### config.mk
export PLATFORM = sky130hd
export DESIGN_NAME = rms_front
export DESIGN_NICKNAME = d
export VERILOG_FILES = /design/src/rtl/rms_pkg.sv /design/src/rtl/rms_front.sv
export SDC_FILE = /design/constraint.sdc
export NUM_CORES = 1
export LEC_CHECK = 0
export BUFFER_PORTS_ARGS = -buffer_cell sky130_fd_sc_hd__buf_4
export CAP_MARGIN = 20
export CORE_UTILIZATION = 40
export CTS_BUF_LIST = sky130_fd_sc_hd__clkbuf_8 sky130_fd_sc_hd__clkbuf_16
export CTS_CLUSTER_DIAMETER = 100
export DETAILED_ROUTE_END_ITERATION = 10
export MAX_ROUTING_LAYER = met4
export PLACE_DENSITY = 0.59
export SYNTH_ARGS = -nofsm -noshare
export SYNTH_HDL_FRONTEND = slang
export SYNTH_SLANG_ARGS = --single-unit
export TNS_END_PERCENT = 50
### constraint.sdc
create_clock -name clk -period 13.3 [get_ports clk]
set_input_delay 3.325 -clock clk [delete_from_list [all_inputs] [get_ports clk]]
set_output_delay 3.325 -clock clk [all_outputs]
set_load 0.01 [all_outputs]
### src/rtl/rms_pkg.sv
// Package for the running mean and standard deviation core.
// Holds widths, operation codes, the queue entry type and the result type. No dependencies.
`timescale 1ns / 1ps
`default_nettype none
package rms_pkg;
  localparam int SAMPLE_BITS = 16;
  localparam int COUNT_BITS  = 24;
  localparam int SUM_BITS    = SAMPLE_BITS + COUNT_BITS;
  localparam int SQ_BITS     = 2 * SAMPLE_BITS + COUNT_BITS;
  localparam int PROD_BITS   = SQ_BITS + COUNT_BITS;
  localparam int RAD_BITS    = PROD_BITS + 16;
  localparam int ROOT_BITS   = RAD_BITS / 2 + 1;
  localparam int OUT_BITS    = 24;

  localparam logic OP_ADD   = 1'b0;
  localparam logic OP_CLEAR = 1'b1;

  typedef struct packed {
    logic [COUNT_BITS-1:0] n;
    logic signed [SUM_BITS-1:0] sum;
    logic [SQ_BITS-1:0] sumsq;
    logic dropped;
  } snap_t;

  typedef struct packed {
    logic [OUT_BITS-1:0] count;
    logic signed [OUT_BITS-1:0] mean;
    logic [OUT_BITS-1:0] sd;
    logic dropped;
  } res_t;
endpackage
`default_nettype wire

### src/rtl/rms_front.sv
// Front end: accepts items, updates count, sum and sum of squares.
// Pushes a snapshot of the statistics into a two-entry queue. Uses rms_pkg.
`timescale 1ns / 1ps
`default_nettype none
module rms_front (
  input  wire logic clk,
  input  wire logic rst,
  input  wire logic in_valid,
  output logic in_stall,
  input  wire logic op,
  input  wire logic signed [15:0] sample,
  output logic q_valid,
  output rms_pkg::snap_t q_data,
  input  wire logic q_pop
);
  logic [rms_pkg::COUNT_BITS-1:0] n;
  logic signed [rms_pkg::SUM_BITS-1:0] sum;
  logic [rms_pkg::SQ_BITS-1:0] sumsq;
  rms_pkg::snap_t mem [2];
  logic wp, rp;
  logic [1:0] fill;
  logic push, sat;
  logic signed [rms_pkg::SAMPLE_BITS-1:0] s;
  logic [2*rms_pkg::SAMPLE_BITS-1:0] sq;
  rms_pkg::snap_t nx;

  assign in_stall = (fill == 2'd2);
  assign push = in_valid && !in_stall;
  assign q_valid = (fill != 2'd0);
  assign q_data = mem[rp];
  assign sat = (n == {rms_pkg::COUNT_BITS{1'b1}});
  assign s = sample[rms_pkg::SAMPLE_BITS-1:0];
  assign sq = $unsigned(32'(s) * 32'(s));

  always_comb begin
    nx.n = n; nx.sum = sum; nx.sumsq = sumsq; nx.dropped = 1'b0;
    if (op == rms_pkg::OP_CLEAR) begin
      nx.n = '0; nx.sum = '0; nx.sumsq = '0;
    end else if (sat) begin
      nx.dropped = 1'b1;
    end else begin
      nx.n = n + 1'b1;
      nx.sum = sum + rms_pkg::SUM_BITS'(s);
      nx.sumsq = sumsq + rms_pkg::SQ_BITS'(sq);
    end
  end

  always_ff @(posedge clk) begin
    if (rst) begin
      n <= '0; sum <= '0; sumsq <= '0; wp <= 1'b0; rp <= 1'b0; fill <= '0;
    end else begin
      if (push) begin
        n <= nx.n; sum <= nx.sum; sumsq <= nx.sumsq;
        wp <= ~wp;
      end
      if (q_pop) rp <= ~rp;
      fill <= fill + {1'b0, push} - {1'b0, q_pop};
    end
    if (push) mem[wp] <= nx;
  end
endmodule
`default_nettype wire

==> impl_results.md <==
* Status: complete, no violations
* Congestion Overflow GR at 0
* Critical Path Fanout Max at 21
* Clock transition at the registers of the reported paths at 60 ps
* Share of layout cells above drive strength 1 at 14.11%
* CP max-delay cell: fa_1
* Data required, critical path at 13750 ps
* Fill cell count at 6563
* Most frequent cells in the layout: inv_1, nand2_1, edfxtp_1, fa_1, a21oi_1
* Remaining antenna violation count at 0
* Distinct cell type count after synthesis at 97
* Hold Buf Count CTS at 0
* CTS root buffer: clkbuf_16
* Compound-Gate Fraction of Synth Area at 12.18%
* Rel. slew slack at 28.87%
* Mapped cell area at 28010 um2
* I/O Buffers at 143
* Hold Path Class: reg -> reg
* Crit end category: register
* GRT Overall Usage at 20.54%
* Register area share after synthesis at 34.87%
* FP Rows at 96
* Initial antenna violation count at 0
* Area Growth Syn to Fin at 11.46%
* H-tree depth at 2
* Clock sink total at 367
* Initial DRC count at 1383
* Minimum clock period at 11690 ps
* #FFs+latches synth at 367
* Setup Viol. Count Final at 0
* Die W at 266.6 um
* R2R setup slack at 9640 ps
* Drt pass-1 iters at 5
* # DRC at 0
* Mean post-synth cell area at 10.08 um2
* Worst hold path depth at 2
* Via count at 20135
* Mux contribution to synthesized area at 4.940%
* Nets@finish at 3277
* Simple-Gate Fraction of Synth Area at 12.10%
* Slew @ Worst Pin at 1064 ps
* I/O Pins at 144
* Maximum clock insertion buffer count at 3
* Largest family of logic cells by synthesized area: adder cells
* Post-Route Utilization at 45.29%
* Setup repair bufs after CTS at 0
* Worst r2r path cells at 12
* Final hold vios at 0
* Detailed Place HPWL at 50740 um
* Full die area at 71090 um2
* Cell Count Post-Placement at 3744
* Reg-to-Reg Start: sumsq[0]
* Max-cap viol count at 0
* Vias in the first global route at 20459
* DP Area at 29920 um2
* Setup Skew at 22.75 ps
* Post-Synthesis Cells at 2778
* Fin crit share at 87.88%
* First-pass GRT wire length at 111900 um
* Max Slew Vio Count at 0
* Final Instance Area at 31220 um2
* Area share of xor/xnor cells in the synthesized design at 4.752%
* CP arrival at 12140 ps
* CP max stage delay at 710 ps
* Post-Syn Nets at 3200
* Kind of critical path: in -> reg
* Skew-Pair Late Insertion Delay at 550 ps
* Worst r2r dst: mem[0][27]
* Final Non-Filler Cells at 3816
* Post-synth EDFFs at 242
* Final wirelength at 70560 um
* Sum Neg Setup Slack at 0 ps
* Num CTS Buffers at 39
* Initial core utilization at 40.63%
* Crit path top cell by count: fa_1
* Hold_sp: sum[0]
* TritonCTS clock tree: yes
* RSZ-0062 raised after global routing: false
* Worst hold endpoint: sum[0]
* Post-CTS Resized at 0
* Startpoint Class: input port
* Ys Warns at 0
* Via/cell ratio at 5.276
* Commonest register cell after synthesis: edfxtp_1
* CORE AREA at 68950 um2
* Largest net degree at the start of global routing at 72
* Most common cell after layout, fill and taps aside: inv_1
* Post-synthesis adder-cell area fraction at 24.29%
* Fmax at 0.08555 GHz
* Synth async-reset ratio at 0%
* DR WL/cell at 18.49 um
* Routability congestion estimate at 0.8973
* Die H at 266.6 um
## metrics by stage
| stage | setup slack, ps | hold slack, ps |
|---|---|---|
| final | 1611 | 474.9 |
| after global routing | 1084 | 509.3 |
| after CTS | 1601 | 475.2 |
| after detailed placement | 1047 | 466.1 |
| after global placement | 1210 | 461.7 |
| after floorplan | 2206 | 453.3 |
## kinds of logic after synthesis
family / after synthesis
simple gates: 720
compound gates: 517
buf+inv: 498
fa+ha+maj: 401
flops: 367
xor+xnor: 152
mux: 123
## metal layers
layer | vias up | routed length (um) | GRT usage, %
met5 | - | 0 | -
li1 | 9589 | - | -
met2 | 469 | 33930 | 33.87
met3 | 87 | 3353 | 2.002
met1 | 9990 | 31880 | 27.29
met4 | 0 | 1395 | 4.800
## Yosys cell counts (28+ instances only)
master / number / area, um2
inv_1: 366 / 1374
nand2_1: 324 / 1216
edfxtp_1: 242 / 7267
fa_1: 238 / 4765
a21oi_1: 207 / 1036
ha_1: 163 / 2039
nor2_1: 156 / 585.6
dfxtp_1: 125 / 2502
mux2_2: 122 / 1374
clkbuf_1: 101 / 379.1
xnor2_1: 83 / 727.0
xor2_1: 69 / 604.3
o21ai_0: 62 / 310.3
a21o_1: 56 / 420.4
and2_1: 43 / 269.0
a22o_1: 35 / 306.5
nand3_1: 30 / 150.1
nand4_1: 30 / 187.7
or3_1: 28 / 175.2
## worst max path at each step
stage,startpoint,endpoint,cells after the start
floorplan,sample[4],sumsq[41],35
global placement,sample[15],sumsq[38],31
detailed placement,sample[15],sumsq[46],31
CTS,sample[15],sumsq[46],31
global route,sample[15],sumsq[38],31
finish,sample[15],sumsq[38],31
## critical path, delay by kind of cell
family / cells / cell delay, ps
buf+inv: 6 / 830
simple gates: 9 / 2080
compound gates: 7 / 1760
fa+ha+maj: 8 / 4020
xor+xnor: 1 / 100
## area by class of cell
type	count	area (um2)	share of cell area, %
sequential	367	9773	31.30
timing repair buffer	166	1250	4.003
multi-input combinational	1913	16360	52.41
tap	931	1165	3.731
antenna	1	2.502	0.008014
clock inverter	23	167.7	0.5370
clock buffer	47	1120	3.586
inverter	368	1381	4.424
## flip-flops by register name (all words and copies together) (netlist names), named ones only
register / flops
fill: 2
sum: 40
rp: 1
wp: 1
n: 24
mem: 242
sumsq: 56
Power is left out: the tool's default activity adds up to more than one toggle a clock period on the data nets, which glitch-free logic cannot reach.
